File: src/design/assert_macros.svh
// Assertion helpers for the divider unit's checks.
`ifndef ASSERT_MACROS_SVH
`define ASSERT_MACROS_SVH

// Clocked check, quiet while reset is asserted
`define SBD_ASSERT(label, clk, rst_n, prop, msg) \
    label: assert property (@(posedge clk) disable iff (!rst_n) prop) else $error(msg);

// Clocked check that also holds through reset
`define SBD_ASSERT_ALWAYS(label, clk, prop, msg) \
    label: assert property (@(posedge clk) prop) else $error(msg);

`endif

File: src/design/sbd_pkg.sv
package sbd_pkg;

    // Sequencer commands to the shift/subtract datapath
    typedef struct packed {
        logic load;   // take fresh magnitudes, clear partial remainder
        logic step;   // retire one quotient bit
    } sbd_ctrl_t;

endpackage

File: src/design/signed_binary_divider_unit.sv
// The shift/subtract loop retires one quotient bit per cycle; after the last bit a fix-up
// state applies the signs and registers the results together with done.
// A new word may start in the cycle done is shown.
// done is high for a single cycle and cannot be held off; results stay until the next word.
// Reset (rst_n, asynchronous, active low) clears the sequencer and the done strobe.
`include "assert_macros.svh"

module signed_binary_divider_unit #(
    parameter int DATA_WIDTH = 32
) (
    input  logic                         clk,
    input  logic                         rst_n,
    input  logic                         start,
    output logic                         busy,
    input  logic signed [DATA_WIDTH-1:0] dividend,
    input  logic signed [DATA_WIDTH-1:0] divisor,
    output logic                         done,
    output logic signed [DATA_WIDTH-1:0] quotient,
    output logic signed [DATA_WIDTH-1:0] remainder,
    output logic                         divide_by_zero
);

    localparam int CNT_W = $clog2(DATA_WIDTH);

    localparam logic [1:0] ST_IDLE = 2'd0;
    localparam logic [1:0] ST_RUN  = 2'd1;
    localparam logic [1:0] ST_FIX  = 2'd2;

    logic [1:0]            state_reg, state_next;
    logic [CNT_W-1:0]      cnt_reg, cnt_next;
    logic                  qneg_reg, qneg_next;
    logic                  rneg_reg, rneg_next;
    logic                  zero_reg, zero_next;
    logic                  done_reg, done_next;
    logic [DATA_WIDTH-1:0] quo_reg, quo_next;
    logic [DATA_WIDTH-1:0] rem_reg, rem_next;

    logic                  accept;
    logic [DATA_WIDTH-1:0] dividend_mag, divisor_mag;
    logic [DATA_WIDTH-1:0] quotient_mag, remainder_mag;
    sbd_pkg::sbd_ctrl_t    ctrl;

    assign busy   = (state_reg != ST_IDLE);
    assign accept = start & ~busy;

    // Operand magnitudes; the most negative value maps onto itself as unsigned
    assign dividend_mag = dividend[DATA_WIDTH-1] ? (~dividend + 1'b1) : dividend;
    assign divisor_mag  = divisor[DATA_WIDTH-1]  ? (~divisor + 1'b1)  : divisor;

    // Datapath commands
    always_comb
    begin
        ctrl.load = accept;
        ctrl.step = (state_reg == ST_RUN);
    end

    sbd_shift_sub #(
        .DATA_WIDTH (DATA_WIDTH)
    ) u_shift_sub (
        .clk           (clk),
        .rst_n         (rst_n),
        .ctrl          (ctrl),
        .dividend_mag  (dividend_mag),
        .divisor_mag   (divisor_mag),
        .quotient_mag  (quotient_mag),
        .remainder_mag (remainder_mag)
    );

    // Sequencer, sign fix-up and divide-by-zero results
    always_comb
    begin
        state_next = state_reg;
        cnt_next   = cnt_reg;
        qneg_next  = qneg_reg;
        rneg_next  = rneg_reg;
        zero_next  = zero_reg;
        done_next  = 1'b0;
        quo_next   = quo_reg;
        rem_next   = rem_reg;
        unique case (state_reg)
            ST_IDLE:
            begin
                if (start)
                begin
                    state_next = ST_RUN;
                    cnt_next   = CNT_W'(DATA_WIDTH - 1);
                    qneg_next  = dividend[DATA_WIDTH-1] ^ divisor[DATA_WIDTH-1];
                    rneg_next  = dividend[DATA_WIDTH-1];
                    zero_next  = (divisor == '0);
                end
            end
            ST_RUN:
            begin
                cnt_next = cnt_reg - 1'b1;
                if (cnt_reg == '0)
                begin
                    state_next = ST_FIX;
                end
            end
            ST_FIX:
            begin
                state_next = ST_IDLE;
                done_next  = 1'b1;
                if (zero_reg)
                begin
                    quo_next = '0;
                    rem_next = '0;
                end
                else
                begin
                    quo_next = qneg_reg ? (~quotient_mag + 1'b1) : quotient_mag;
                    rem_next = rneg_reg ? (~remainder_mag + 1'b1) : remainder_mag;
                end
            end
            default:
            begin
                state_next = ST_IDLE;
            end
        endcase
    end

    // Control state
    always_ff @(posedge clk or negedge rst_n)
    begin
        if (!rst_n)
        begin
            state_reg <= ST_IDLE;
            cnt_reg   <= '0;
            done_reg  <= 1'b0;
        end
        else
        begin
            state_reg <= state_next;
            cnt_reg   <= cnt_next;
            done_reg  <= done_next;
        end
    end

    // Payload
    always_ff @(posedge clk)
    begin
        qneg_reg <= qneg_next;
        rneg_reg <= rneg_next;
        zero_reg <= zero_next;
        quo_reg  <= quo_next;
        rem_reg  <= rem_next;
    end

    assign done           = done_reg;
    assign quotient       = quo_reg;
    assign remainder      = rem_reg;
    assign divide_by_zero = zero_reg;

    // Checks
    `SBD_ASSERT(a_done_after_fix, clk, rst_n, done |-> $past(state_reg == ST_FIX), "done without fix-up")
    `SBD_ASSERT(a_done_single, clk, rst_n, done |=> !done, "done held past one cycle")
    `SBD_ASSERT(a_accept_busy, clk, rst_n, (start && !busy) |=> busy, "accepted word did not start")
    `SBD_ASSERT(a_zero_results, clk, rst_n, (done && divide_by_zero) |-> (quotient == '0 && remainder == '0), "zero divisor gave nonzero results")
    `SBD_ASSERT_ALWAYS(a_reset_quiet, clk, !rst_n |-> !done, "done during reset")

endmodule

File: src/design/sbd_shift_sub.sv
module sbd_shift_sub #(
    parameter int DATA_WIDTH = 32
) (
    input  logic                    clk,
    input  logic                    rst_n,
    input  sbd_pkg::sbd_ctrl_t      ctrl,
    input  logic [DATA_WIDTH-1:0]   dividend_mag,
    input  logic [DATA_WIDTH-1:0]   divisor_mag,
    output logic [DATA_WIDTH-1:0]   quotient_mag,
    output logic [DATA_WIDTH-1:0]   remainder_mag
);

    // Partial remainder, dividend/quotient shift register, divisor
    logic [DATA_WIDTH-1:0] rem_reg, rem_next;
    logic [DATA_WIDTH-1:0] dvd_reg, dvd_next;
    logic [DATA_WIDTH-1:0] dsr_reg, dsr_next;

    logic [DATA_WIDTH-1:0] shifted;
    logic [DATA_WIDTH:0]   diff;
    logic                  fits;

    // Bring in the next dividend bit and trial-subtract the divisor.
    // Unless the divisor is zero, the remainder stays below the divisor, so its top bit is always clear.
    assign shifted = {rem_reg[DATA_WIDTH-2:0], dvd_reg[DATA_WIDTH-1]};
    assign diff    = {1'b0, shifted} - {1'b0, dsr_reg};
    assign fits    = ~diff[DATA_WIDTH];

    always_comb
    begin
        rem_next = rem_reg;
        dvd_next = dvd_reg;
        dsr_next = dsr_reg;
        if (ctrl.load)
        begin
            rem_next = '0;
            dvd_next = dividend_mag;
            dsr_next = divisor_mag;
        end
        else if (ctrl.step)
        begin
            rem_next = fits ? diff[DATA_WIDTH-1:0] : shifted;
            dvd_next = {dvd_reg[DATA_WIDTH-2:0], fits};
        end
    end

    // Datapath registers
    always_ff @(posedge clk or negedge rst_n)
    begin
        if (!rst_n)
        begin
            rem_reg <= '0;
            dvd_reg <= '0;
            dsr_reg <= '0;
        end
        else
        begin
            rem_reg <= rem_next;
            dvd_reg <= dvd_next;
            dsr_reg <= dsr_next;
        end
    end

    assign quotient_mag  = dvd_reg;
    assign remainder_mag = rem_reg;

endmodule
File: config.mk
export PLATFORM = sky130hd
export DESIGN_NAME = signed_binary_divider_unit
export DESIGN_NICKNAME = d
export VERILOG_FILES = /design/src/design/sbd_pkg.sv /design/src/design/signed_binary_divider_unit.sv /design/src/design/sbd_shift_sub.sv
export VERILOG_INCLUDE_DIRS = /design/src /design/src/design
export SDC_FILE = /design/constraint.sdc
export NUM_CORES = 1
export LEC_CHECK = 0
export ABC_AREA = 1
export BUFFER_PORTS_ARGS = -buffer_cell sky130_fd_sc_hd__buf_2
export CAP_MARGIN = 20
export CORE_MARGIN = 2
export CORE_UTILIZATION = 43
export CTS_CLUSTER_SIZE = 28
export DETAILED_ROUTE_END_ITERATION = 8
export GPL_TIMING_DRIVEN = 0
export SETUP_SLACK_MARGIN = 0.1
export SYNTH_ARGS = -nofsm -noshare
export SYNTH_HDL_FRONTEND = slang
export SYNTH_SLANG_ARGS = --single-unit
File: constraint.sdc
create_clock -name clk -period 3.85 [get_ports clk]
set_input_delay 0.5775 -clock clk [delete_from_list [all_inputs] [get_ports clk]]
set_output_delay 0.5775 -clock clk [all_outputs]
set_load 0.005 [all_outputs]
==> flow_summary.json, run 1 <==
{
  "rows": 63,
  "reg2reg_slack_ns": 0.98,
  "holdBufCountCts": 0,
  "yosys.area_share.xor_xnor": 0.0394,
  "p_switching_mw": 6.88,
  "dieArea_mm2": 0.0319,
  "fin_nets": 2268,
  "grt_start_max_net_pins": 59,
  "netlist_area_mm2": 0.0131,
  "pre_cts_ws_ns": 1.06,
  "synth_fa_ha_area_frac": 0.0388,
  "synth-compound-area-share": 0.104,
  "io_buffers": 133,
  "post_drt_via_cell_ratio": 5.12,
  "ys_seq_area_frac": 0.352,
  "p_per_area_mw_per_mm2": 879,
  "p_seq_frac": 0.250,
  "maxCapViolations": 0,
  "synth.area.mux_share": 0,
  "final.period_utilization": 0.746,
  "drt-initial-drc-count": 1077,
  "synth_edf_count": 67,
  "worstSetupStartpoint": "u_shift_sub.quotient_mag[31]$_DFFE_PN0P_",
  "critPathRequiredTime_ns": 4.19,
  "place_congestion": 0.956,
  "yosys_register_bits": 171,
  "core_area_mm2": 0.0298,
  "outcome": "complete, no violations",
  "whs_ns": 0.142,
  "swShare": 0.524,
  "drtPass1Iterations": 6,
  "drv_slew": 0,
  "relSlewSlack": 0.455,
  "final_hold_viol_count": 0,
  "cpMaxStageDelayCell": "dfrtp_1",
  "antennaDiodeCount": 0,
  "dp.cells": 2532,
  "cts.sinks": 171,
  "hold_class": "input pin to asynchronous set/reset pin",
  "setup_ws_ns": 0.978,
  "setup_violations": 0,
  "p_clk_frac": 0.139,
  "grt_overflow": 0,
  "reg2reg_depth": 16,
  "htreeDepth": 4,
  "post-route-min-period_ns": 2.87,
  "drive_above_1_share": 0.0980,
  "reg2reg_to": "u_shift_sub.remainder_mag[21]$_DFFE_PN0P_",
  "syn_inst": 2007,
  "clockRootBuffer": "clkbuf_16",
  "finalSetupTns_ns": 0,
  "ys.flop_type": "dfrtp_1",
  "arrival_ns": 3.21,
  "insertion_delay_ns": 0.45,
  "antenna_left": 0,
  "finalInstanceArea_mm2": 0.0149,
  "worstSetupPathType": "flip-flop to flip-flop",
  "ys_warn_count": 0,
  "numCtsBuffers": 17,
  "start_util": 0.440,
  "leakage_nw": 7.57,
  "hpwl_um": 33700,
  "drt-total-wl_um": 41200,
  "clk_pin_slew_ns": 0.08,
  "synthSimpleGateAreaFrac": 0.353,
  "crit_path_max_incr_delay_ns": 0.48,
  "die_w_um": 179,
  "antenna_found_initial": 0,
  "ir_drop_mv": 0.463,
  "num_vias": 13100,
  "tightest_slew_ns": 0.816,
  "finClkSkew_ns": 0.0158,
  "wl_per_cell_um": 16.1,
  "r2r-start": "u_shift_sub.quotient_mag[31]$_DFFE_PN0P_",
  "async_reset_ff_frac": 0.608,
  "cts_tree": "yes",
  "p_comb_frac": 0.611,
  "post_cts_resized": 0,
  "place_area_mm2": 0.0143,
  "end_kind": "flip-flop",
  "layout_commonest_cell": "nand2_1",
  "cpMostUsedCell": "nand2_1",
  "synth_top_family_by_area": "simple AND/OR/NAND/NOR gates",
  "die_h_um": 179,
  "post-cts-setup-buffers": 0,
  "rsz0062_at_grt": "no",
  "worstPathCellList": "inv_1 -> ha_1 -> fa_1 -> inv_1 -> nand2_1 -> nand2_1 -> nand3_1 -> nand2_1 -> nand2_1 -> nand2_1 -> nand2_4 -> nand2_4 -> buf_4 -> nand3_1 -> nand3_1 -> nand2_1",
  "io_pins": 134,
  "grt_pass1_wl_um": 64800,
  "drc": 0,
  "fin_cells": 2564,
  "grt_util_all_layers": 0.266,
  "yosysUniqueCellTypes": 46,
  "fill_cells": 3152,
  "syn_to_final_growth_pct": 14.0,
  "grt_pass1_vias": 11900,
  "fmax_mhz": 348,
  "power.internal_mw": 6.24,
  "syn_avg_cell_area_um2": 6.53,
  "clockBufferDepth": 2,
  "path_max_fanout": 10,
  "synth_nets": 2114,
  "cp-endpoint": "u_shift_sub.remainder_mag[21]$_DFFE_PN0P_",
  "final_cell_mix": "nand2_1 (617), inv_1 (317), nand3_1 (200)",
  "critPathLaunchType": "flip-flop"
}
layer usage:
metal	GRT usage	vias up	share of wire
met5	0	-	0
met4	0.0783	0	0.023
met3	0.0354	56	0.063
met2	0.373	435	0.40
met1	0.420	5942	0.52
li1	-	6700	-
worst max-delay path: cells and delay by family (launching register included):
family | cells | cell delay, ns
buffers and inverters | 3 | 0.51
adders and majority gates | 2 | 0.65
and+or+nand+nor | 11 | 1.10
DFF | 1 | 0.48
power groups by stage:
stage	logic (mW)	clock network (mW)	registers, mW
floorplan	5.95	0	2.96
global placement	7.78	0	3.26
detailed placement	7.86	0	3.28
CTS	7.92	1.85	3.24
global route	9.19	1.92	3.34
finish	8.02	1.82	3.28
final cells by class:
cell class	instances	area (um^2)	share of cell area
multi-input cells	1457	7020	0.470
clock buffers	19	475	0.0318
repair buffers	135	716	0.0479
flip-flops and latches	171	4610	0.309
plain buffers	58	268	0.0179
well taps	390	488	0.0327
clock inverters	13	146	0.00980
inverters	321	1200	0.0807
metrics by stage:
| stage | util | power [mW] |
|---|---|---|
| 2_1_floorplan | - | 8.91 |
| 3_3_place_gp | 0.478 | 11.0 |
| 3_5_place_dp | 0.480 | 11.1 |
| 4_1_cts | 0.501 | 13.0 |
| 5_1_grt | 0.501 | 14.4 |
| 6_report | 0.501 | 13.1 |
cells in the mapped netlist (5+ instances only):
| master | count | area, um^2 |
|---|---|---|
| a21oi_1 | 77 | 385 |
| buf_1 | 8 | 30.0 |
| buf_4 | 6 | 45.0 |
| clkbuf_1 | 37 | 139 |
| dfrtp_1 | 104 | 2600 |
| edfxtp_1 | 67 | 2010 |
| ha_1 | 39 | 488 |
| inv_1 | 317 | 1190 |
| nand2_1 | 617 | 2320 |
| nand2_2 | 5 | 31.3 |
| nand3_1 | 200 | 1000 |
| nand4_1 | 21 | 131 |
| nor2_1 | 197 | 739 |
| nor2_2 | 9 | 56.3 |
| nor3_1 | 32 | 160 |
| o21a_1 | 7 | 52.6 |
| o21ai_0 | 144 | 721 |
| xnor2_1 | 17 | 149 |
| xor2_1 | 42 | 368 |
kinds of logic after synthesis:
logic type	after synthesis
buf+inv	379
xor+xnor	59
flops	171
simple gates	1102
compound gates	256
fa+ha+maj	40
worst min path at each step:
| stage | start | endpoint | slack [ns] | cells past startpoint |
|---|---|---|---|---|
| 6_report | rst_n | u_shift_sub.dsr_reg[2]$_DFFE_PN0P_ | 0.14 | 1 |
| 5_1_grt | rst_n | u_shift_sub.dsr_reg[3]$_DFFE_PN0P_ | 0.19 | 1 |
| 4_1_cts | rst_n | u_shift_sub.dsr_reg[7]$_DFFE_PN0P_ | 0.15 | 1 |
| 3_5_place_dp | u_shift_sub.dsr_reg[24]$_DFFE_PN0P_ | u_shift_sub.dsr_reg[24]$_DFFE_PN0P_ | 0.47 | 2 |
| 3_3_place_gp | u_shift_sub.dsr_reg[24]$_DFFE_PN0P_ | u_shift_sub.dsr_reg[24]$_DFFE_PN0P_ | 0.47 | 2 |
| 2_1_floorplan | rst_n | cnt_reg[0]$_DFFE_PN0P_ | 0.28 | 0 |
(Power assumes the default switching activity.)
==> run 2: changes to the inputs <==
ABC_AREA = 0   (was 1)
clock period = 2.65 ns   (was 3.85 ns; I/O delays follow)
==> run 2 against run 1 <==
The flow now finishes with violations (setup timing). Final cell count down 30%. Count of clock-buffer cells in the layout decreased by 1. Synthesized cell count shrank 39%. Register-to-register slack worse by 1.4 ns. Sequential power rose by 56%. Critical endpoint is now remainder[21]$_SDFFCE_PP0P_. Largest power group unchanged.
==> flow_summary.json, run 2 <==
{
  "clk_pin_slew_ns": 0.07,
  "post-route-min-period_ns": 3.05,
  "finClkSkew_ns": 0.0156,
  "setup_ws_ns": -0.402,
  "netlist_area_mm2": 0.0112,
  "critPathLaunchType": "flip-flop",
  "clockRootBuffer": "clkbuf_16",
  "rows": 58,
  "setup_violations": 49,
  "fmax_mhz": 328,
  "num_vias": 9886,
  "violations": "setup timing",
  "final_hold_viol_count": 0,
  "cts_tree": "yes",
  "grt_overflow": 0,
  "antennaDiodeCount": 0,
  "worstPathCellList": "or4_4 -> nor2_4 -> buf_6 -> nand3_2 -> or4_4 -> or4_4 -> o41ai_4 -> xor2_1 -> nor2_1",
  "grt_pass1_wl_um": 50400,
  "ys.flop_type": "dfrtp_1",
  "drv_slew": 0,
  "drt-initial-drc-count": 693,
  "finalSetupTns_ns": -13.55,
  "ir_drop_mv": 0.581,
  "syn_avg_cell_area_um2": 9.10,
  "tightest_slew_ns": 0.827,
  "final_cell_mix": "nand2_1 (135), buf_2 (133), nor2_1 (115)",
  "path_delay_family": "simple AND/OR/NAND/NOR gates",
  "core_area_mm2": 0.0253,
  "cpMostUsedCell": "or4_4",
  "path_buf_inv": 1,
  "syn_to_final_growth_pct": 28.1,
  "synth_nets": 1332,
  "path_max_fanout": 5,
  "relSlewSlack": 0.449,
  "ys_seq_area_frac": 0.414,
  "fin_cells": 1784,
  "synth_edf_count": 67,
  "yosysUniqueCellTypes": 70,
  "start_util": 0.440,
  "cpMaxStageDelayCell": "or4_4",
  "grt_util_all_layers": 0.237,
  "dieArea_mm2": 0.0272,
  "worstSetupPathType": "flip-flop to flip-flop",
  "grt_pass1_vias": 9207,
  "post_drt_via_cell_ratio": 5.54,
  "hold_class": "input pin to flip-flop",
  "yosys-top-cells-count": "nand2_1 (139), nor2_1 (117), dfrtp_1 (104)",
  "maxCapViolations": 0,
  "final.period_utilization": 1.15,
  "insertion_delay_ns": 0.44,
  "drc": 0,
  "die_h_um": 165,
  "p_total_mw": 19.1,
  "p_per_area_mw_per_mm2": 1330,
  "antenna_left": 0,
  "htreeDepth": 4,
  "reg2reg_slack_ns": -0.40,
  "numCtsBuffers": 17,
  "hpwl_um": 23600,
  "arrival_ns": 3.23,
  "synth.top_cells.by_area": "dfrtp_1 (23%), edfxtp_1 (18%), xor2_1 (7.9%)",
  "clockBufferDepth": 2,
  "async_reset_ff_frac": 0.608,
  "wl_per_cell_um": 18.1,
  "io_pins": 134,
  "fill_cells": 2282,
  "yosysMostFrequentCell": "nand2_1",
  "leakage_nw": 5.92,
  "layout_commonest_cell": "nand2_1",
  "end_kind": "flip-flop",
  "dp.cells": 1691,
  "crit_path_max_incr_delay_ns": 0.57,
  "fin_nets": 1548,
  "critPathRequiredTime_ns": 2.83,
  "place_congestion": 0.905,
  "pre_cts_ws_ns": -1.07,
  "register_area_mm2": 0.00464,
  "synth_top_cell_by_area": "dfrtp_1",
  "drt-total-wl_um": 32400,
  "drtPass1Iterations": 5,
  "synth_top_area_share": 0.233,
  "ys_warn_count": 0,
  "multiInputGateArea_mm2": 0.00686,
  "io_buffers": 133,
  "outcome": "finished with violations",
  "cts.sinks": 171,
  "syn_inst": 1225,
  "antenna_found_initial": 0,
  "die_w_um": 165,
  "yosys_register_bits": 171,
  "grt_start_max_net_pins": 63,
  "drive_above_1_share": 0.274,
  "rsz0062_at_grt": "yes"
}
-- run 2: cell types whose count changed in the layout (fill, tap and decap cells not counted), moves of 25 or more --
cell and delta:
inv_1 -273, o21ai_0 -76, nand3_1 -163, nor2_1 -81
mux2i_1 +30, a21oi_1 -43, nand2_1 -482, buf_4 +46
xor2_1 +58, xnor2_1 +25, o21ai_1 +25
-- run 2: per-layer routing --
metal  wire length, um  track usage
met5                 0            0
met4               303       0.0482
met3              1890       0.0387
met2             14600        0.366
met1             15600        0.352
-- run 2: cell families (layout without fill, tap and decap cells) --
family | after synthesis | after routing | synth area share
buf+inv | 119 | 348 | 0.0441
xor+xnor | 144 | 144 | 0.113
flops | 171 | 171 | 0.414
simple gates | 423 | 423 | 0.182
compound gates | 297 | 297 | 0.173
mux | 31 | 31 | 0.0279
fa+ha+maj | 40 | 40 | 0.0455
-- run 2: worst register-to-register path, stage by stage, from the launching register on --
cell	delay, ns
dfrtp_2	0.46
or4_4	0.57
nor2_4	0.15
buf_6	0.11
nand3_2	0.08
or4_4	0.47
or4_4	0.47
o41ai_4	0.25
xor2_1	0.19
nor2_1	0.06
-- run 2: final cells by class --
class	count	share of cell area
multi-input combinational	935	0.480
clock inverter	14	0.00867
clock buffer	18	0.0300
inverter	50	0.0131
tap	330	0.0289
timing repair buffer	201	0.0909
sequential	171	0.325
buffer	65	0.0236
-- run 2: power breakdown --
part	internal, mW	switching, mW
Clock	1.24	1.19
Combinational	5.36	6.16
Sequential	3.76	1.36
-- run 2: per-stage QoR --
step	hold WS (ns)	util	area, um^2
detailed placement	0.429	0.492	12500
global route	0.231	0.564	14300
global placement	0.462	0.489	12400
CTS	0.231	0.551	14000
finish	0.253	0.564	14300
floorplan	0.102	-	11300
-- run 2: timing repair --
action                                  4_1_cts  5_1_grt
cloned                                        3        0
hold buffers                                  1        0
buffers inserted                             49       14
gates resized for setup                     130       53
hold endpoints to repair                     42        0
endpoints found under the setup margin       62       67
pin swaps                                    27       29
-- run 2: path summary, 6_finish.rpt --
check	start	to	cells after the start
worst max-delay path	u_shift_sub.remainder_mag[10]$_DFFE_PN0P_	remainder[21]$_SDFFCE_PP0P_	9
worst min-delay path	dividend[31]	rneg_reg$_DFFE_PP_	1
worst max register to register	u_shift_sub.remainder_mag[10]$_DFFE_PN0P_	remainder[21]$_SDFFCE_PP0P_	9
worst min register to register	u_shift_sub.dsr_reg[4]$_DFFE_PN0P_	u_shift_sub.dsr_reg[4]$_DFFE_PN0P_	2
max in group asynchronous	rst_n	u_shift_sub.remainder_mag[16]$_DFFE_PN0P_	3
min in group asynchronous	rst_n	u_shift_sub.dsr_reg[13]$_DFFE_PN0P_	2
